**config.mk**
```make
export PLATFORM = sky130hd
export DESIGN_NAME = can_telemetry_frame_decoder
export DESIGN_NICKNAME = d
export VERILOG_FILES = /design/src/design/ctfd_pkg.sv /design/src/design/ctfd_div.sv /design/src/design/ctfd_datapath.sv /design/src/design/ctfd_ctrl.sv /design/src/design/can_telemetry_frame_decoder.sv
export VERILOG_INCLUDE_DIRS = /design/src /design/src/design
export SDC_FILE = /design/constraint.sdc
export NUM_CORES = 1
export LEC_CHECK = 0
export BUFFER_PORTS_ARGS = -buffer_cell sky130_fd_sc_hd__buf_2
export CAP_MARGIN = 20
export CORE_AREA = 2 2 217 433
export CTS_CLUSTER_SIZE = 25
export DETAILED_ROUTE_END_ITERATION = 8
export DIE_AREA = 0 0 219 435
export HOLD_SLACK_MARGIN = 0.08
export REMOVE_ABC_BUFFERS = 1
export SYNTH_ARGS = -nofsm -noshare
export SYNTH_HDL_FRONTEND = slang
export SYNTH_HIERARCHICAL = 1
export SYNTH_SLANG_ARGS = --single-unit
```
**constraint.sdc**
```tcl
create_clock -name aclk -period 8 [get_ports aclk]
set_input_delay 0.4 -clock aclk [delete_from_list [all_inputs] [get_ports aclk]]
set_output_delay 0.4 -clock aclk [all_outputs]
set_load 0.05 [all_outputs]
```
**src/design/can_telemetry_frame_decoder_defines.svh**
```systemverilog
`ifndef CAN_TELEMETRY_FRAME_DECODER_DEFINES_SVH
`define CAN_TELEMETRY_FRAME_DECODER_DEFINES_SVH

// Same-cycle implication, sampled on aclk, off while aresetn is low.
`define CTFD_ASSERT_SAME(label, ante, cons, msg) \
    label: assert property (@(posedge aclk) disable iff (!aresetn) (ante) |-> (cons)) \
        else $error(msg);

// Next-cycle implication, sampled on aclk, off while aresetn is low.
`define CTFD_ASSERT_NEXT(label, ante, cons, msg) \
    label: assert property (@(posedge aclk) disable iff (!aresetn) (ante) |=> (cons)) \
        else $error(msg);

`endif

```
**src/design/ctfd_pkg.sv**
```systemverilog
`default_nettype none

package ctfd_pkg;

    // Stream widths
    localparam int S_DATA_W = 80;
    localparam int M_DATA_W = 64;
    localparam int PADDR_W  = 2;

    // Frame identifiers
    localparam logic [28:0] ID_INVERTER = 29'd1;
    localparam logic [28:0] ID_CHARGER1 = 29'd519;
    localparam logic [28:0] ID_CHARGER2 = 29'd521;
    localparam logic [28:0] ID_CHARGER3 = 29'd523;

    localparam logic [31:0] TACH_SCALE_RESET = 32'd29580000;

    // Result kinds
    localparam logic KIND_INVERTER = 1'b0;
    localparam logic KIND_CHARGER  = 1'b1;

    // Charger current / 15 as multiply by 2185 and shift by 15 (exact for 9 bits)
    localparam int          AMPS_DIVISOR = 15;
    localparam logic [11:0] AMPS_RECIP   = 12'd2185;
    localparam int          AMPS_SHIFT   = 15;

    // Volts sum / 3 as multiply by 683 and shift by 11 (exact below 1024)
    localparam logic [9:0] THIRD_RECIP = 10'd683;
    localparam int         THIRD_SHIFT = 11;

    // Temperature window
    localparam int TEMP_WINDOW    = 16;
    localparam int TEMP_DIVISOR   = 10;
    localparam int WIN_W          = $clog2(TEMP_WINDOW);
    localparam int SUM_W          = 16 + WIN_W;
    localparam int TEMP_DIV_TOTAL = TEMP_DIVISOR * TEMP_WINDOW;
    localparam int TEMP_LOG       = $clog2(TEMP_DIV_TOTAL);
    localparam int TEMP_SHIFT     = SUM_W + TEMP_LOG;
    localparam longint unsigned TEMP_RECIP =
        ((64'd1 << TEMP_SHIFT) + TEMP_DIV_TOTAL - 1) / TEMP_DIV_TOTAL;
    localparam int RECIP_W        = SUM_W + 2;
    localparam int PROD_W         = SUM_W + RECIP_W;

    // Tach divider
    localparam int DIV_W = 32;
    localparam int DVS_W = 16;
    localparam int CNT_W = $clog2(DIV_W);

    typedef enum logic [2:0] {
        ST_IDLE,
        ST_INV_AVG,
        ST_INV_MUL,
        ST_INV_WAIT,
        ST_CHG_SUM,
        ST_CHG_DIV,
        ST_DONE
    } ctfd_state_t;

    typedef struct packed {
        logic accept;
        logic avg_step;
        logic mul_step;
        logic sum_step;
        logic vdiv_step;
        logic out_load;
    } ctfd_cmd_t;

    typedef struct packed {
        logic id_inv;
        logic id_chg;
        logic div_busy;
        logic out_free;
    } ctfd_stat_t;

endpackage

`default_nettype wire

```
**src/design/ctfd_div.sv**
```systemverilog
`default_nettype none
`include "can_telemetry_frame_decoder_defines.svh"

module ctfd_div (
    input  wire logic                         aclk,
    input  wire logic                         aresetn,
    input  wire logic                         start,
    input  wire logic [ctfd_pkg::DIV_W-1:0]   dividend,
    input  wire logic [ctfd_pkg::DVS_W-1:0]   divisor,
    output logic                              busy,
    output logic [ctfd_pkg::DIV_W-1:0]        quotient
);

    logic [ctfd_pkg::DVS_W:0]   rem_reg, rem_next;
    logic [ctfd_pkg::DIV_W-1:0] quo_reg, quo_next;
    logic [ctfd_pkg::DVS_W-1:0] dvs_reg, dvs_next;
    logic [ctfd_pkg::CNT_W-1:0] cnt_reg, cnt_next;
    logic                       busy_reg, busy_next;
    logic [ctfd_pkg::DVS_W:0]   rem_shift;
    logic [ctfd_pkg::DVS_W+1:0] trial;

    // Restoring division, one quotient bit per cycle
    always_comb begin
        rem_shift = {rem_reg[ctfd_pkg::DVS_W-1:0], quo_reg[ctfd_pkg::DIV_W-1]};
        trial     = {1'b0, rem_shift} - {2'b00, dvs_reg};
        rem_next  = rem_reg;
        quo_next  = quo_reg;
        dvs_next  = dvs_reg;
        cnt_next  = cnt_reg;
        busy_next = busy_reg;
        if (start) begin
            rem_next  = '0;
            quo_next  = dividend;
            dvs_next  = divisor;
            cnt_next  = ctfd_pkg::CNT_W'(ctfd_pkg::DIV_W - 1);
            busy_next = 1'b1;
        end else if (busy_reg) begin
            if (trial[ctfd_pkg::DVS_W+1]) begin
                rem_next = rem_shift;
                quo_next = {quo_reg[ctfd_pkg::DIV_W-2:0], 1'b0};
            end else begin
                rem_next = trial[ctfd_pkg::DVS_W:0];
                quo_next = {quo_reg[ctfd_pkg::DIV_W-2:0], 1'b1};
            end
            cnt_next = cnt_reg - 1'b1;
            if (cnt_reg == '0) begin
                busy_next = 1'b0;
            end
        end
    end

    always_ff @(posedge aclk) begin
        if (!aresetn) begin
            busy_reg <= 1'b0;
            cnt_reg  <= '0;
        end else begin
            busy_reg <= busy_next;
            cnt_reg  <= cnt_next;
        end
    end

    always_ff @(posedge aclk) begin
        rem_reg <= rem_next;
        quo_reg <= quo_next;
        dvs_reg <= dvs_next;
    end

    assign busy     = busy_reg;
    assign quotient = quo_reg;

    `CTFD_ASSERT_NEXT(a_div_start_busy, start, busy_reg, "divider did not start")
    `CTFD_ASSERT_NEXT(a_div_finish, busy_reg && cnt_reg == '0 && !start, !busy_reg,
        "divider ran past its last bit")

endmodule

`default_nettype wire

```
**src/design/ctfd_datapath.sv**
```systemverilog
`default_nettype none
`include "can_telemetry_frame_decoder_defines.svh"

module ctfd_datapath (
    input  wire logic                              aclk,
    input  wire logic                              aresetn,
    input  wire ctfd_pkg::ctfd_cmd_t               cmd,
    output ctfd_pkg::ctfd_stat_t                   stat,
    input  wire logic [31:0]                       tach_scale,
    input  wire logic [ctfd_pkg::S_DATA_W-1:0]     s_tdata,
    output logic                                   m_tvalid,
    input  wire logic                              m_tready,
    output logic [ctfd_pkg::M_DATA_W-1:0]          m_tdata,
    output logic                                   m_tuser
);

    logic [28:0] frame_id;
    logic [7:0]  byte1, byte2, byte3, byte4, byte5, byte6;
    logic        id_inv, id_chg;
    logic [1:0]  chg_idx;
    logic [15:0] rpm;
    logic [15:0] sample;
    logic [8:0]  amps_field;
    logic [20:0] amps_prod;
    logic        div_start, div_busy;
    logic [ctfd_pkg::DIV_W-1:0] quotient;

    logic [15:0]                win_reg [ctfd_pkg::TEMP_WINDOW];
    logic [ctfd_pkg::WIN_W-1:0] slot_reg;
    logic [ctfd_pkg::SUM_W-1:0] temp_sum_reg;
    logic [ctfd_pkg::SUM_W-1:0] temp_sum_next;
    logic [ctfd_pkg::SUM_W-1:0] mag_reg;
    logic                       neg_reg;
    logic [ctfd_pkg::PROD_W-1:0] prod_reg;
    logic [12:0]                t_mag, temp_out;

    logic [7:0]  volts_reg [3];
    logic [5:0]  amps_reg [3];
    logic [9:0]  vsum_reg, vsum_next;
    logic [1:0]  cnt_reg, cnt_next;
    logic [6:0]  isum_reg, isum_next;
    logic [19:0] third_prod;
    logic [7:0]  vavg_reg, vavg_next;

    logic        kind_reg;
    logic        rpm_zero_reg;
    logic [30:0] tach_out;

    logic                           m_tvalid_reg, m_tvalid_next;
    logic [ctfd_pkg::M_DATA_W-1:0]  m_tdata_reg, m_tdata_next;
    logic                           m_tuser_reg, m_tuser_next;

    // Field split
    assign frame_id   = s_tdata[28:0];
    assign byte1      = s_tdata[36:29];
    assign byte2      = s_tdata[44:37];
    assign byte3      = s_tdata[52:45];
    assign byte4      = s_tdata[60:53];
    assign byte5      = s_tdata[68:61];
    assign byte6      = s_tdata[76:69];

    assign id_inv     = (frame_id == ctfd_pkg::ID_INVERTER);
    assign id_chg     = (frame_id == ctfd_pkg::ID_CHARGER1) ||
                        (frame_id == ctfd_pkg::ID_CHARGER2) ||
                        (frame_id == ctfd_pkg::ID_CHARGER3);
    assign chg_idx    = (frame_id == ctfd_pkg::ID_CHARGER1) ? 2'd0 :
                        (frame_id == ctfd_pkg::ID_CHARGER2) ? 2'd1 : 2'd2;
    assign rpm        = {byte5, byte4};
    assign sample     = {byte3, byte2};
    assign amps_field = {byte6[1:0], byte5[7:1]};
    assign amps_prod  = 21'(amps_field) * 21'(ctfd_pkg::AMPS_RECIP);

    assign div_start  = cmd.accept && id_inv && (rpm != '0);

    ctfd_div u_div (
        .aclk     (aclk),
        .aresetn  (aresetn),
        .start    (div_start),
        .dividend (tach_scale),
        .divisor  (rpm),
        .busy     (div_busy),
        .quotient (quotient)
    );

    // Window update: drop the oldest sample, add the new one
    assign temp_sum_next = temp_sum_reg
                         - {{ctfd_pkg::WIN_W{win_reg[slot_reg][15]}}, win_reg[slot_reg]}
                         + {{ctfd_pkg::WIN_W{sample[15]}}, sample};

    always_ff @(posedge aclk) begin
        if (!aresetn) begin
            for (int i = 0; i < ctfd_pkg::TEMP_WINDOW; i++) begin
                win_reg[i] <= '0;
            end
            slot_reg     <= '0;
            temp_sum_reg <= '0;
            for (int i = 0; i < 3; i++) begin
                volts_reg[i] <= '0;
                amps_reg[i]  <= '0;
            end
        end else if (cmd.accept && id_inv) begin
            win_reg[slot_reg] <= sample;
            temp_sum_reg      <= temp_sum_next;
            if (slot_reg == ctfd_pkg::WIN_W'(ctfd_pkg::TEMP_WINDOW - 1)) begin
                slot_reg <= '0;
            end else begin
                slot_reg <= slot_reg + 1'b1;
            end
        end else if (cmd.accept && id_chg) begin
            volts_reg[chg_idx] <= byte1;
            amps_reg[chg_idx]  <= amps_prod[ctfd_pkg::AMPS_SHIFT +: 6];
        end
    end

    // Charger sums and mean
    always_comb begin
        vsum_next = '0;
        cnt_next  = '0;
        isum_next = '0;
        for (int i = 0; i < 3; i++) begin
            if (volts_reg[i] != '0) begin
                vsum_next = vsum_next + 10'(volts_reg[i]);
                cnt_next  = cnt_next + 1'b1;
            end
            isum_next = isum_next + 7'(amps_reg[i]);
        end
    end

    assign third_prod = 20'(vsum_reg) * 20'(ctfd_pkg::THIRD_RECIP);

    always_comb begin
        case (cnt_reg)
            2'd0:    vavg_next = '0;
            2'd1:    vavg_next = vsum_reg[7:0];
            2'd2:    vavg_next = vsum_reg[8:1];
            default: vavg_next = third_prod[ctfd_pkg::THIRD_SHIFT +: 8];
        endcase
    end

    always_ff @(posedge aclk) begin
        if (cmd.accept) begin
            kind_reg     <= id_chg ? ctfd_pkg::KIND_CHARGER : ctfd_pkg::KIND_INVERTER;
            rpm_zero_reg <= (rpm == '0);
        end
        if (cmd.avg_step) begin
            neg_reg <= temp_sum_reg[ctfd_pkg::SUM_W-1];
            mag_reg <= temp_sum_reg[ctfd_pkg::SUM_W-1] ? (~temp_sum_reg + 1'b1) : temp_sum_reg;
        end
        if (cmd.mul_step) begin
            prod_reg <= ctfd_pkg::PROD_W'(mag_reg) *
                        ctfd_pkg::PROD_W'(ctfd_pkg::TEMP_RECIP);
        end
        if (cmd.sum_step) begin
            vsum_reg <= vsum_next;
            cnt_reg  <= cnt_next;
            isum_reg <= isum_next;
        end
        if (cmd.vdiv_step) begin
            vavg_reg <= vavg_next;
        end
    end

    assign t_mag    = prod_reg[ctfd_pkg::TEMP_SHIFT +: 13];
    assign temp_out = neg_reg ? (~t_mag + 1'b1) : t_mag;
    assign tach_out = rpm_zero_reg ? '0 : quotient[ctfd_pkg::DIV_W-1:1];

    // Output register
    always_comb begin
        m_tvalid_next = m_tvalid_reg;
        m_tdata_next  = m_tdata_reg;
        m_tuser_next  = m_tuser_reg;
        if (m_tready) begin
            m_tvalid_next = 1'b0;
        end
        if (cmd.out_load) begin
            m_tvalid_next = 1'b1;
            m_tuser_next  = kind_reg;
            if (kind_reg == ctfd_pkg::KIND_CHARGER) begin
                m_tdata_next = {5'd0, isum_reg, vavg_reg, 13'd0, 31'd0};
            end else begin
                m_tdata_next = {5'd0, 7'd0, 8'd0, temp_out, tach_out};
            end
        end
    end

    always_ff @(posedge aclk) begin
        if (!aresetn) begin
            m_tvalid_reg <= 1'b0;
        end else begin
            m_tvalid_reg <= m_tvalid_next;
        end
    end

    always_ff @(posedge aclk) begin
        m_tdata_reg <= m_tdata_next;
        m_tuser_reg <= m_tuser_next;
    end

    assign m_tvalid      = m_tvalid_reg;
    assign m_tdata       = m_tdata_reg;
    assign m_tuser       = m_tuser_reg;

    assign stat.id_inv   = id_inv;
    assign stat.id_chg   = id_chg;
    assign stat.div_busy = div_busy;
    assign stat.out_free = !m_tvalid_reg || m_tready;

    `CTFD_ASSERT_SAME(a_dp_accept_div_idle, cmd.accept, !div_busy,
        "frame accepted while tach divider busy")
    `CTFD_ASSERT_SAME(a_dp_no_overwrite, cmd.out_load, !m_tvalid_reg || m_tready,
        "result overwritten before it was taken")

endmodule

`default_nettype wire

```
**src/design/ctfd_ctrl.sv**
```systemverilog
`default_nettype none

module ctfd_ctrl (
    input  wire logic                  aclk,
    input  wire logic                  aresetn,
    input  wire logic                  s_tvalid,
    output logic                       s_tready,
    input  wire ctfd_pkg::ctfd_stat_t  stat,
    output ctfd_pkg::ctfd_cmd_t        cmd
);

    ctfd_pkg::ctfd_state_t state_reg, state_next;

    always_comb begin
        state_next = state_reg;
        case (state_reg)
            ctfd_pkg::ST_IDLE: begin
                if (s_tvalid) begin
                    if (stat.id_inv) begin
                        state_next = ctfd_pkg::ST_INV_AVG;
                    end else if (stat.id_chg) begin
                        state_next = ctfd_pkg::ST_CHG_SUM;
                    end
                end
            end
            ctfd_pkg::ST_INV_AVG:  state_next = ctfd_pkg::ST_INV_MUL;
            ctfd_pkg::ST_INV_MUL:  state_next = ctfd_pkg::ST_INV_WAIT;
            ctfd_pkg::ST_INV_WAIT: begin
                if (!stat.div_busy) begin
                    state_next = ctfd_pkg::ST_DONE;
                end
            end
            ctfd_pkg::ST_CHG_SUM:  state_next = ctfd_pkg::ST_CHG_DIV;
            ctfd_pkg::ST_CHG_DIV:  state_next = ctfd_pkg::ST_DONE;
            ctfd_pkg::ST_DONE: begin
                if (stat.out_free) begin
                    state_next = ctfd_pkg::ST_IDLE;
                end
            end
            default:               state_next = ctfd_pkg::ST_IDLE;
        endcase
    end

    always_comb begin
        s_tready      = (state_reg == ctfd_pkg::ST_IDLE);
        cmd.accept    = s_tvalid && (state_reg == ctfd_pkg::ST_IDLE);
        cmd.avg_step  = (state_reg == ctfd_pkg::ST_INV_AVG);
        cmd.mul_step  = (state_reg == ctfd_pkg::ST_INV_MUL);
        cmd.sum_step  = (state_reg == ctfd_pkg::ST_CHG_SUM);
        cmd.vdiv_step = (state_reg == ctfd_pkg::ST_CHG_DIV);
        cmd.out_load  = (state_reg == ctfd_pkg::ST_DONE) && stat.out_free;
    end

    always_ff @(posedge aclk) begin
        if (!aresetn) begin
            state_reg <= ctfd_pkg::ST_IDLE;
        end else begin
            state_reg <= state_next;
        end
    end

endmodule

`default_nettype wire

```
**src/design/can_telemetry_frame_decoder.sv**
```systemverilog
// CAN telemetry frame decoder.
// Input stream (s_*): one beat per received CAN frame. Output stream (m_*): one
// beat per inverter frame (identifier 1) or charger frame (519, 521, 523); any
// other identifier is consumed and gives no beat.
// Inverter beat: tach half period = (tach_scale / rpm) / 2, or 0 when rpm is 0,
// plus a 16-sample moving average of the heatsink temperature divided by ten.
// Charger beat: mean volts over chargers with nonzero volts and summed current.
// Inverter frame: window average and multiply steps, then a wait for the bit-serial
// tach divider (one quotient bit per clock while it runs), which is not started when
// rpm is 0; charger frame: sum and divide steps. One frame is in work at a time and
// s_tready rises together with m_tvalid.
// A finished result sits in the output register; the next frame is accepted
// while it waits. If the receiver stalls with a result still held, the next
// finished result holds inside the block and s_tready stays low until m_tready.
// Reset (aresetn low, synchronous) clears the window, charger values and tach_scale
// to 29580000. tach_scale is written over the APB port at offset 0; the user must
// write it only while idle, and the block itself does not enforce this.
`default_nettype none

module can_telemetry_frame_decoder (
    input  wire logic                              aclk,
    input  wire logic                              aresetn,
    // APB configuration
    input  wire logic                              psel,
    input  wire logic                              penable,
    input  wire logic                              pwrite,
    input  wire logic [ctfd_pkg::PADDR_W-1:0]      paddr,
    input  wire logic [31:0]                       pwdata,
    output logic [31:0]                            prdata,
    output logic                                   pready,
    // Input frames
    input  wire logic                              s_tvalid,
    output logic                                   s_tready,
    // frame_id[28:0], byte1[36:29], byte2[44:37], byte3[52:45],
    // byte4[60:53], byte5[68:61], byte6[76:69], zero fill [79:77]
    input  wire logic [ctfd_pkg::S_DATA_W-1:0]     s_tdata,
    // Results
    output logic                                   m_tvalid,
    input  wire logic                              m_tready,
    // tach_half_period[30:0], heatsink_temp[43:31], charger_volts_avg[51:44],
    // charger_current_sum[58:52], zero fill [63:59]
    output logic [ctfd_pkg::M_DATA_W-1:0]          m_tdata,
    // result_kind[0]
    output logic                                   m_tuser
);

    logic [31:0]          tach_scale_reg, tach_scale_next;
    ctfd_pkg::ctfd_cmd_t  cmd;
    ctfd_pkg::ctfd_stat_t stat;

    // Only one register, so every address in range maps to tach_scale
    always_comb begin
        tach_scale_next = tach_scale_reg;
        if (psel && penable && pwrite && pready) begin
            tach_scale_next = pwdata;
        end
    end

    always_ff @(posedge aclk) begin
        if (!aresetn) begin
            tach_scale_reg <= ctfd_pkg::TACH_SCALE_RESET;
        end else begin
            tach_scale_reg <= tach_scale_next;
        end
    end

    assign pready = 1'b1;
    assign prdata = (paddr == '0) ? tach_scale_reg : tach_scale_reg;

    // Sequence each frame through the datapath
    ctfd_ctrl u_ctrl (
        .aclk     (aclk),
        .aresetn  (aresetn),
        .s_tvalid (s_tvalid),
        .s_tready (s_tready),
        .stat     (stat),
        .cmd      (cmd)
    );

    // Window, charger store, divider and output register
    ctfd_datapath u_datapath (
        .aclk       (aclk),
        .aresetn    (aresetn),
        .cmd        (cmd),
        .stat       (stat),
        .tach_scale (tach_scale_reg),
        .s_tdata    (s_tdata),
        .m_tvalid   (m_tvalid),
        .m_tready   (m_tready),
        .m_tdata    (m_tdata),
        .m_tuser    (m_tuser)
    );

endmodule

`default_nettype wire
```
# After elaboration in Yosys (flattened, before gate mapping)
# Memories as Yosys holds them, arrays and structs flattened. A register that Yosys moved wholly into a read port is not among the register bits.
# Index checks and enable logic that the tools add are counted.
op_classes:
  addsub: 13
  mul: 3
  eq_ne: 17
  mux: 49
  bitwise_logic: 2
  reduce_logical: 26
ops:
  columns: ["operator", "count"]
  rows:
  - ["== test 29 x 10 -> 1 bit (second input constant)", 3]
  - ["two-way mux 32 bit", 2]
  - ["multiplier 20 x 20 -> 40 bit (second input constant)", 1]
  - ["two-way mux 16 bit", 2]
  - ["== test 29 x 1 -> 1 bit (second input constant)", 1]
  - ["one-hot mux 8 bit (3 select lines)", 1]
  - ["nonzero test 8 bit", 3]
  - ["multiplier 9 x 12 -> 21 bit (second input constant)", 1]
  - ["one-hot mux 3 bit (7 select lines)", 1]
  - ["adder 20 x 1 -> 20 bit (second input constant)", 1]
  - ["adder 20 bit", 1]
  - ["two-way mux 10 bit", 2]
  - ["inverter 20 bit", 1]
  - ["subtractor 20 bit", 1]
  - ["multiplier 10 x 10 -> 19 bit (second input constant)", 1]
  - ["two-way mux 1 bit", 19]
  - ["two-way mux 19 bit", 1]
  - ["subtractor 17 x 16 -> 18 bit", 1]
  - ["logical NOT 16 bit", 1]
  - ["two-way mux 4 bit", 4]
  - ["two-way mux 8 bit", 2]
  - ["nonzero test 16 bit", 1]
  - ["OR reduction 16 bit", 1]
  - ["two-way mux 3 bit", 5]
  - ["34 further kinds", 53]
totals:
  reg_bits: 285
  mem_bits_rw: 298
  in_bits: 121
  wordCells: 138
  mem_count: 3
mem_list:
  columns: ["memory", "depth", "word_bits", "read_ports", "rd_clocked_by_memory_dff", "write_ports", "line", "text"]
  rows:
  - ["u_datapath.win_reg", 16, 16, 1, 1, 16, "ctfd_datapath.sv:28", "logic [15:0] win_reg [ctfd_pkg::TEMP_WINDOW];"]
  - ["u_datapath.volts_reg", 3, 8, 3, 0, 3, "ctfd_datapath.sv:37", "logic [7:0] volts_reg [3];"]
  - ["u_datapath.amps_reg", 3, 6, 3, 0, 3, "ctfd_datapath.sv:38", "logic [5:0] amps_reg [3];"]

# Longest topological paths before layout
# Gate-level depths: netlist of the first run.
logic_depth:
  depth_word: 10
  ltp_mapped: 24
  mapped_depth_nobuf: 23

# Hierarchy
# The synthesis of the first run kept the hierarchy.
by_module_without_submodules:
  columns: ["mod", "n_inst", "cells_per_inst", "area_each_um2", "seq_area_each_um2"]
  rows:
  - ["ctfd_datapath", 1, 2564, 31240.0, 13222.7]
  - ["ctfd_div", 1, 320, 3709.8, 1881.8]
  - ["can_telemetry_frame_decoder", 1, 144, 1381.3, 640.6]
  - ["ctfd_ctrl", 1, 30, 249.0, 60.1]

# Worst setup path before layout of the first run
# Ideal clock, no wire load.
synth_path:
  path_type: "flip-flop to flip-flop"
  start: "reg u_datapath/mag_reg[8] (netlist bit)"
  end: "reg u_datapath/prod_reg[37] (netlist bit) (data pin)"
  setup_time_ns: 0.264
  t_arrival_ns: 5.520
  t_required_ns: 7.736
  setup_slack_ns: 2.216
  stages_incl_launch_ff: 25
  period_less_slack_ns: 5.784
  path_cell_list: "edfxtp_1 -> ha_1 -> clkbuf_1 -> xor2_1 -> ha_1 -> a21o_1 -> ha_1 -> inv_1 -> fa_1 -> fa_1 -> inv_1 -> fa_1 -> inv_1 -> fa_1 -> inv_1 -> ha_1 -> nand3_1 -> nor3_1 -> o211ai_1 -> a31o_2 -> nand4b_1 -> nand2_1 -> o21a_1 -> o21bai_1 -> xor2_1"
synth_via:
  elab_chain_cells: 1
synth_rtl:
  columns: ["element", "line", "text"]
  rows:
  - ["from (decl)", "ctfd_datapath.sv:32", "logic [ctfd_pkg::SUM_W-1:0] mag_reg;"]
  - ["from (signal assigned)", "ctfd_datapath.sv:147", "mag_reg <= temp_sum_reg[ctfd_pkg::SUM_W-1] ? (~temp_sum_reg + 1'b1) : temp_sum_reg;"]
  - ["multiplier 20 x 20 -> 40 bit", "ctfd_datapath.sv:150", "prod_reg <= ctfd_pkg::PROD_W'(mag_reg) *"]
  - ["to (signal assigned)", "ctfd_datapath.sv:150", null]
  - ["to (decl)", "ctfd_datapath.sv:34", "logic [ctfd_pkg::PROD_W-1:0] prod_reg;"]
# No other way between the ends.
# A chain may end at the register's enable or synchronous reset.

# Worst setup path after layout of the first run
layout_path:
  start: "reg u_datapath/mag_reg[11] (netlist bit)"
  end: "reg u_datapath/prod_reg[40] (netlist bit) (data pin)"
# The elaborated chain is that of the path after synthesis.

==> flow_summary.yaml, run 1 <==
status:
  outcome: "finished, final reports clean"
cts:
  post_cts_buffers: 0
  cts_buffers: 55
  clock-root-buffer: "clkbuf_16"
  tritoncts: "built"
  clock_latency_ns: 0.65
  cts_buffer_depth: 3
  h-tree-depth: 2
  clock-sinks: 555
  path_clk_slew_ns: 0.06
synthesis:
  synth_commonest_cells: "edfxtp_1, inv_1, ha_1, and3_1, fa_1"
  synth_flop_cell: "edfxtp_1"
  yosysTopAreaCell: "edfxtp_1"
  yosys.area.top_type_share_pct: 38.50
  ys_ff_latch: 555
  synth_edf_count: 469
  yosys.cell_count.top_type: "edfxtp_1"
  syn_inst: 3058
  ys_types: 92
  avgSynthCellArea_um2: 11.96
  yosysSeqAreaShare_pct: 43.21
  ys_async_sr_fraction_pct: 0
  synth_area_um2: 36580
  synthTopCellsByArea: "edfxtp_1, ha_1, fa_1"
  yosysWarnings: 6
sta:
  final.period_utilization_pct: 80.25
  worst_pin_slew_ns: 1.082
  maxSlewHeadroom_pct: 27.69
  hold_viol: 0
  fin_crit_ns: 6.420
  skew_ns: 0.03224
  rsz0062_at_grt: "no"
  fin_tns_setup_ns: 0
  whs_ns: 0.1110
  setup_viol: 0
  drv_slew: 0
  fmax_ghz: 0.1558
place:
  place_congestion: 0.8802
  hpwl_mm: 60.00
  port_buffers: 203
critical_path:
  path_common_cell: "fa_1"
  required_ns: 8.38
  critPathArrivalTime_ns: 6.80
  endpoint_kind: "register"
  critPathSlowestCell: "edfxtp_1"
  worst-path-max-fanout: 5
  path_class: "register to register"
  max_stage_delay_ns: 0.56
  cp_cell_sequence: "ha_1 > fa_1 > ha_1 > inv_1 > fa_1 > inv_1 > fa_1 > fa_1 > inv_1 > fa_1 > inv_1 > ha_1 > nand3_1 > nor3_1 > o211ai_1 > a31o_2 > nand4b_1 > nand2_1 > o221ai_1 > a21oi_1 > xnor2_1"
  crit_path_start_kind: "register"
min_path:
  hold_path_class: "primary input to register"
die:
  die-height_um: 435
  initial_core_util_pct: 39.71
  row_count: 158
  core_um2: 92120
  die_area_um2: 95270
  die_w_um: 219
  boundaryPins: 221
route:
  vias_per_cell: 5.212
  drt_wl_total_mm: 85.17
  drtIter0Drc: 1332
  num_vias: 23370
  drc_errors: 0
  wire_per_inst_um: 19.00
  firstDrtPassIters: 5
  ant_nets: 0
layout:
  fill_cells: 8545
  final_nets: 3901
  regArea_um2: 15810
  area_delta_synth_final_pct: 11.97
  drive_above_1_share_pct: 15.20
  largest_reg_flops: 256
  diodes: 0
  multi_input_area_um2: 18610
pwr:
  internal_power_uw: 4867
  total_power_uw: 6353
  pwr_density_cell_nw_per_um2: 155.1
  p_sw_uw: 1486
  p_clk_share_pct: 41.9
  comb_power_share_pct: 7.3
  p_leak_uw: 0.01800
  peakVddDrop_mv: 0.1849
  seq_power_share_pct: 50.8
  switching_share_pct: 23.40
flow_run:
  maxCapViolCount: 0
global_route:
  grt_pass1_vias: 24280
  antenna_found_initial: 0
  grt_max_degree: 69
  grtUsageTotal_pct: 17.99
  grt_pass1_wl_mm: 134.7
  gr-total-overflow: 0
-- cells by family after synthesis --
logic type      count (synthesis)  share of synthesized area, %
other cells                     2                       0.02053
flops                         555                         43.21
fa+ha+maj                     544                         22.38
simple gates                  785                         11.72
compound gates                356                         7.022
xor+xnor                      119                         2.849
mux                           138                         6.636
buf+inv                       559                         6.164
-- layout make-up --
class                           instances  area share [%]
Multi-Input combinational cell       1948           45.43
Sequential cell                       555           38.60
Timing Repair Buffer                  277           4.216
Tap cell                             1200           3.666
Inverter                              399           3.657
Clock buffer                           66           3.486
Clock inverter                         38          0.9501
-- final timing paths --
kind	startpoint	endpoint	slack [ns]	cells after the start
min reg2reg	prdata[1]	prdata[1]	0.47	2
max reg2reg	u_datapath/mag_reg[11]	u_datapath/prod_reg[40]	1.58	21
min	s_tdata[68]	u_datapath/u_div/dvs_reg[15]	0.11	1
max	u_datapath/mag_reg[11]	u_datapath/prod_reg[40]	1.58	21
-- metrics by stage --
stage | util [%] | cells | setup WS [ns] | area [µm²]
after floorplan | - | 2902 | 1.204 | 35840
after global placement | 41.95 | 4330 | 1.540 | 38650
after detailed placement | 41.95 | 4330 | 1.566 | 38650
after CTS | 44.44 | 4482 | 1.514 | 40940
after global routing | 44.46 | 4483 | 1.185 | 40960
final | 44.46 | 4483 | 1.580 | 40960
-- worst max-delay path, delay by kind of cell (launching register included) --
kind,cells,cell delay (ns)
xor+xnor,1,0.13
fa+ha+maj,8,3.68
simple gates,4,0.76
flops,1,0.56
compound gates,4,0.82
buf+inv,4,0.23
-- per-layer routing --
| layer | vias to the layer above | part of all wire (%) | track usage [%] |
|---|---|---|---|
| met5 | - | 0 | 0 |
| met4 | 0 | 2.2 | 4.534 |
| met3 | 105 | 3.7 | 1.586 |
| met2 | 472 | 50 | 31.28 |
| met1 | 11640 | 44 | 24.06 |
| li1 | 11150 | - | - |
-- power groups by stage --
stage	clock, µW	combinational, µW	sequential, µW
2_1_floorplan	0	269	3300
3_3_place_gp	0	436	3290
3_5_place_dp	0	446	3290
4_1_cts	2740	466	3230
5_1_grt	2830	517	3230
6_report	2660	465	3230
-- repair_timing --
| item | in CTS | in global routing |
|---|---|---|
| endpoints found under the hold margin | 51 | 0 |
| gates resized for setup | 0 | 0 |
| hold buffers | 48 | 0 |
-- cells in the final DEF (no fill, tap or decap), types with 13 or more instances in the layout --
cell type	count
nand4_1	25
nand2_1	162
dlygate4sd3_1	48
mux2i_1	22
nor2_1	93
mux2_2	36
buf_2	202
and2_1	95
edfxtp_1	469
xnor2_1	71
clkbuf_16	55
inv_1	399
o21a_1	13
o31ai_1	17
a21oi_1	94
fa_1	184
o21ai_0	52
o211ai_2	14
dfxtp_1	84
nand3_1	25
nor2b_1	15
nor3_1	35
buf_4	24
xor2_1	48
ha_1	357
mux4_2	80
a21o_1	42
nor4_1	20
and3_1	250
No activity file was read; power rests on OpenSTA's default activity.
==> inputs of run 2 (changes only) <==
==> constraint.sdc (replaced) <==
create_clock -name aclk -period 6.53 [get_ports aclk]
set_input_delay 0.3265 -clock aclk [delete_from_list [all_inputs] [get_ports aclk]]
set_output_delay 0.3265 -clock aclk [all_outputs]
set_load 0.05 [all_outputs]
==> run 2 against run 1 <==
Compared with the run above:
- maximum frequency increased by 3.1%
- largest power group unchanged
- sequential power increased by 22%
- utilization increased by 0.16 points
- clock skew increased by 0.011 ns
- sequential cell count unchanged
- highest routed layer unchanged
==> flow_summary.yaml, run 2 (same netlist as run 1, synthesis figures left out) <==
status:
  outcome: "finished, final reports clean"
route:
  firstDrtPassIters: 5
  drc_errors: 0
  top_layer: "met4"
  vias_per_cell: 5.209
  wl_met3_mm: 3.546
  drtIter0Drc: 1472
  wire_per_inst_um: 18.96
  ant_nets: 0
  drt_wl_total_mm: 85.35
  num_vias: 23450
  wl_met1_mm: 37.18
  routed-wl-met2_mm: 42.39
global_route:
  grt_pass1_wl_mm: 134.0
  antenna_found_initial: 3
  grtUsageTotal_pct: 17.94
  grt_pass1_vias: 24310
  grt_max_degree: 69
  gr-total-overflow: 0
pwr:
  total_power_uw: 7715
  peakVddDrop_mv: 0.2517
  pwr_density_cell_nw_per_um2: 187.7
  p_leak_uw: 0.01810
die:
  die-height_um: 435
  die_w_um: 219
  row_count: 158
  initial_core_util_pct: 39.71
  boundaryPins: 221
  core_um2: 92120
  die_area_um2: 95270
layout:
  fill_cells: 8603
  largest_reg_flops: 256
  final_area_um2: 41110
  final_nets: 3922
  final_common_cell: "edfxtp_1"
  drive_above_1_share_pct: 15.60
  multi_input_area_um2: 18620
  area_delta_synth_final_pct: 12.38
  final_cells: 4502
  regArea_um2: 15810
  layout_common_cells: "edfxtp_1, inv_1, ha_1"
place:
  place_congestion: 0.8950
  dpl.cell_count: 4341
  dpl_cell_area_um2: 38720
  hpwl_mm: 61.74
  port_buffers: 203
critical_path:
  crit_path_start_kind: "register"
  worst-path-max-fanout: 6
  critPathArrivalTime_ns: 6.61
  required_ns: 6.91
  path_class: "register to register"
  endpoint_kind: "register"
sta:
  skew_ns: 0.04312
  fmax_ghz: 0.1607
  hold_viol: 0
  fin_tns_setup_ns: 0
  setup_viol: 0
  fin_crit_ns: 6.224
  drv_slew: 0
  final.period_utilization_pct: 95.32
  rsz0062_at_grt: "no"
  maxSlewHeadroom_pct: 27.29
  worst_pin_slew_ns: 1.089
cts:
  h-tree-depth: 2
  clock-sinks: 555
  tritoncts: "built"
  path_clk_slew_ns: 0.06
  cts_buffer_depth: 3
  cts_buffers: 54
  clock_latency_ns: 0.64
  clock-root-buffer: "clkbuf_16"
flow_run:
  maxCapViolCount: 0
min_path:
  hold_path_class: "primary input to register"
-- run 2: cell types whose count changed in the layout (fill, tap and decap cells not counted), moves of 3 or more --
cell	delta
buf_4	+14
dlygate4sd3_1	+10
clkinv_1	-5
clkinv_2	+3
clkinv_4	+3
clkinvlp_4	-3
-- run 2: layer usage --
metal  global-route usage (%)  vias to the layer above
met1                    23.36                    11610
met3                    2.250                      123
li1                         -                    11200
met4                    5.242                        0
met2                    31.05                      520
met5                        0                        -
-- run 2: cell type report --
type | instances | area share (%)
Multi-Input combinational cell | 1948 | 45.29
Sequential cell | 555 | 38.46
Timing Repair Buffer | 299 | 4.614
Tap cell | 1200 | 3.652
Inverter | 399 | 3.643
Clock buffer | 65 | 3.412
Clock inverter | 35 | 0.9253
Antenna cell | 1 | 0.006087
-- run 2: what timing repair did --
| action | 4_1_cts | 5_1_grt |
|---|---|---|
| setup buffers | 0 | 2 |
| hold endpoints to repair | 73 | 0 |
| hold buffers | 58 | 0 |
| endpoints found under the setup margin | 0 | 5 |
| gates resized for setup | 0 | 3 |
-- run 2: path summary, 6_finish.rpt --
kind	from	to	depth (start not counted)	slack, ns
setup / recovery	u_datapath/mag_reg[5]	u_datapath/prod_reg[37]	21	0.31
hold reg to reg	prdata[21]	prdata[21]	2	0.47
setup reg to reg	u_datapath/mag_reg[5]	u_datapath/prod_reg[37]	21	0.31
hold / removal	aresetn	prdata[29]	3	0.12
-- run 2: metrics by stage --
step                hold slack, ns  util [%]  setup slack, ns
floorplan                   0.3911         -          -0.2656
global placement            0.4569     42.02           0.2580
detailed placement          0.4646     42.03           0.1836
CTS                        0.08310     44.59           0.1827
global route                0.1046     44.62         0.001373
finish                      0.1248     44.62           0.3058
-- run 2: critical path: stages, from the launching register on --
cell      delay (ns)
edfxtp_1        0.51
ha_1            0.47
xor2_1          0.19
ha_1            0.19
a21o_1          0.18
fa_1            0.52
fa_1            0.55
inv_1           0.05
fa_1            0.53
inv_1           0.06
fa_1            0.49
ha_1            0.32
ha_1            0.32
nand2_1         0.07
nor2_1          0.23
nand3_1         0.14
a31o_2          0.27
nand4b_1        0.20
nand2_1         0.16
o21a_1          0.26
o21bai_1        0.17
xor2_1          0.09
-- run 2: report_power, final --
part,internal [µW],switching [µW],total [µW]
logic,232,343,574
registers,3920,33.2,3950
clock network,1750,1430,3190
==> inputs of run 3 (changes only) <==
--- a/config.mk
+++ b/config.mk
@@ -8,11 +8,12 @@
 export LEC_CHECK = 0
 export BUFFER_PORTS_ARGS = -buffer_cell sky130_fd_sc_hd__buf_2
 export CAP_MARGIN = 20
-export CORE_AREA = 2 2 217 433
+export CORE_AREA = 2 2 195 388
 export CTS_CLUSTER_SIZE = 25
 export DETAILED_ROUTE_END_ITERATION = 8
-export DIE_AREA = 0 0 219 435
+export DIE_AREA = 0 0 197 390
 export HOLD_SLACK_MARGIN = 0.08
+export PLACE_DENSITY = 0.67
 export REMOVE_ABC_BUFFERS = 1
 export SYNTH_ARGS = -nofsm -noshare
 export SYNTH_HDL_FRONTEND = slang
==> run 3 against run 2 <==
Compared with the run above:
- utilization grew 11 points
- first-iteration DRC count shrank 11%
- sequential share of layout area rose by 0.39 points
- via count is 3.2% higher
- critical endpoint unchanged
- largest power group unchanged
==> flow_summary.yaml, run 3 (same netlist as run 1, synthesis figures left out) <==
sta:
  rsz0062_at_grt: "no"
  setup_viol: 0
  hold_viol: 0
  skew_ns: 0.07141
  layout_setup_ws_ns: 0.3455
  worst_pin_slew_ns: 1.068
  drv_slew: 0
  maxSlewHeadroom_pct: 28.79
  fmax_ghz: 0.1617
  fin_crit_ns: 6.184
  final.period_utilization_pct: 94.71
place:
  place_congestion: 0.9382
  dpl.cell_count: 4073
  port_buffers: 203
  hpwl_mm: 71.74
  pre_cts_ws_ns: 0.2083
route:
  firstDrtPassIters: 4
  wl_met1_mm: 30.50
  vias_per_cell: 5.727
  drt_wl_total_mm: 93.21
  ant_nets: 0
  wire_per_inst_um: 22.06
  drc_errors: 0
  drtIter0Drc: 1313
  num_vias: 24200
  top_layer: "met5"
  wl_met3_mm: 3.156
  routed-wl-met2_mm: 53.83
critical_path:
  critPathArrivalTime_ns: 6.50
  required_ns: 6.85
  endpoint_kind: "register"
  crit_path_start_kind: "register"
  worst-path-max-fanout: 5
  path_class: "register to register"
global_route:
  grtUsageTotal_pct: 24.38
  grt_pass1_vias: 26270
  gr-total-overflow: 0
  grt_max_degree: 77
  grt_pass1_wl_mm: 142.6
  antenna_found_initial: 2
pwr:
  p_leak_uw: 0.01805
  total_power_uw: 7591
  peakVddDrop_mv: 0.2332
  pwr_density_cell_nw_per_um2: 186.5
cts:
  clock_latency_ns: 0.64
  cts_buffers: 50
  h-tree-depth: 2
  path_clk_slew_ns: 0.07
  clock-root-buffer: "clkbuf_16"
  cts_buffer_depth: 3
  tritoncts: "built"
  clock-sinks: 555
die:
  die-height_um: 390
  row_count: 141
  initial_core_util_pct: 49.60
  die_area_um2: 76830
  core_um2: 73740
  boundaryPins: 221
  die_w_um: 197
layout:
  largest_reg_flops: 256
  final_nets: 3920
  area_delta_synth_final_pct: 11.25
  drive_above_1_share_pct: 15.75
  fin_util_pct: 55.19
  layout_common_cells: "edfxtp_1, inv_1, ha_1"
  final_cells: 4225
  final_common_cell: "edfxtp_1"
  fill_cells: 6202
  diodes: 0
min_path:
  hold_path_class: "primary input to register"
status:
  outcome: "finished, final reports clean"
flow_run:
  maxCapViolCount: 0
==> run 3: cell count changes in the layout (fill, tap and decap cells not counted), sizes merged <==
cell / delta
buf: +3
bufinv: -2
clkinv: -10
clkinvlp: +4
diode: -1
dlygate4sd3: -2
inv: +2
==> run 3: cell type report <==
type	instances	area [µm²]	share of cell area (%)
sequential	555	15810	38.85
timing repair buffer	301	1928	4.738
clock buffer	64	1388	3.410
clock inverter	29	305.3	0.7502
tap	929	1162	2.856
multi-input combinational	1948	18600	45.72
inverter	399	1498	3.680
==> run 3: path summary, 6_finish.rpt <==
check,start,to,slack [ns],cells past startpoint
worst max register to register,u_datapath/mag_reg[12],u_datapath/prod_reg[37],0.35,19
worst min register to register,prdata[28],prdata[28],0.48,2
worst min-delay path,pwrite,prdata[5],0.15,3
worst max-delay path,u_datapath/mag_reg[12],u_datapath/prod_reg[37],0.35,19
==> run 3: stage by stage <==
step / setup TNS [ns] / hold slack [ns] / area [µm²]
6_report: 0 / 0.1460 / 40700
5_1_grt: 0 / 0.1317 / 40700
4_1_cts: 0 / 0.09729 / 40630
3_5_place_dp: 0 / 0.4728 / 38380
3_3_place_gp: 0 / 0.4569 / 38380
2_1_floorplan: -8.588 / 0.3911 / 35840
==> run 3: timing repair <==
item,4_1_cts,5_1_grt
resized for setup,0,5
hold buffers,56,0
endpoints found under the setup margin,0,2
setup buffers,0,0
hold endpoints to repair,72,0
==> run 3: worst max-delay path, cell delays in order (launching register included) <==
cell	delay, ns
edfxtp_1	0.50
ha_1	0.51
ha_1	0.31
fa_1	0.54
fa_1	0.45
fa_1	0.52
fa_1	0.54
inv_1	0.05
fa_1	0.52
inv_1	0.06
ha_1	0.32
nand4_1	0.12
nor2_1	0.20
o2111ai_1	0.18
a31o_2	0.29
nand4b_1	0.15
nand2_1	0.16
o21a_1	0.26
o21bai_1	0.17
xor2_1	0.09
==> run 3: report_power, final <==
group | total [µW] | leakage (µW) | switching (µW) | internal [µW]
Combinational | 584 | 0.0121 | 350 | 233
Sequential | 3960 | 0.00513 | 38.2 | 3920
Clock | 3050 | 0.000810 | 1400 | 1650
Total | 7590 | 0.0180 | 1790 | 5810
==> run 3: metal layers <==
layer	vias to the layer above	track usage, %
li1	11190	-
met1	12080	22.48
met2	672	49.71
met3	251	2.832
met4	4	14.20
met5	-	0
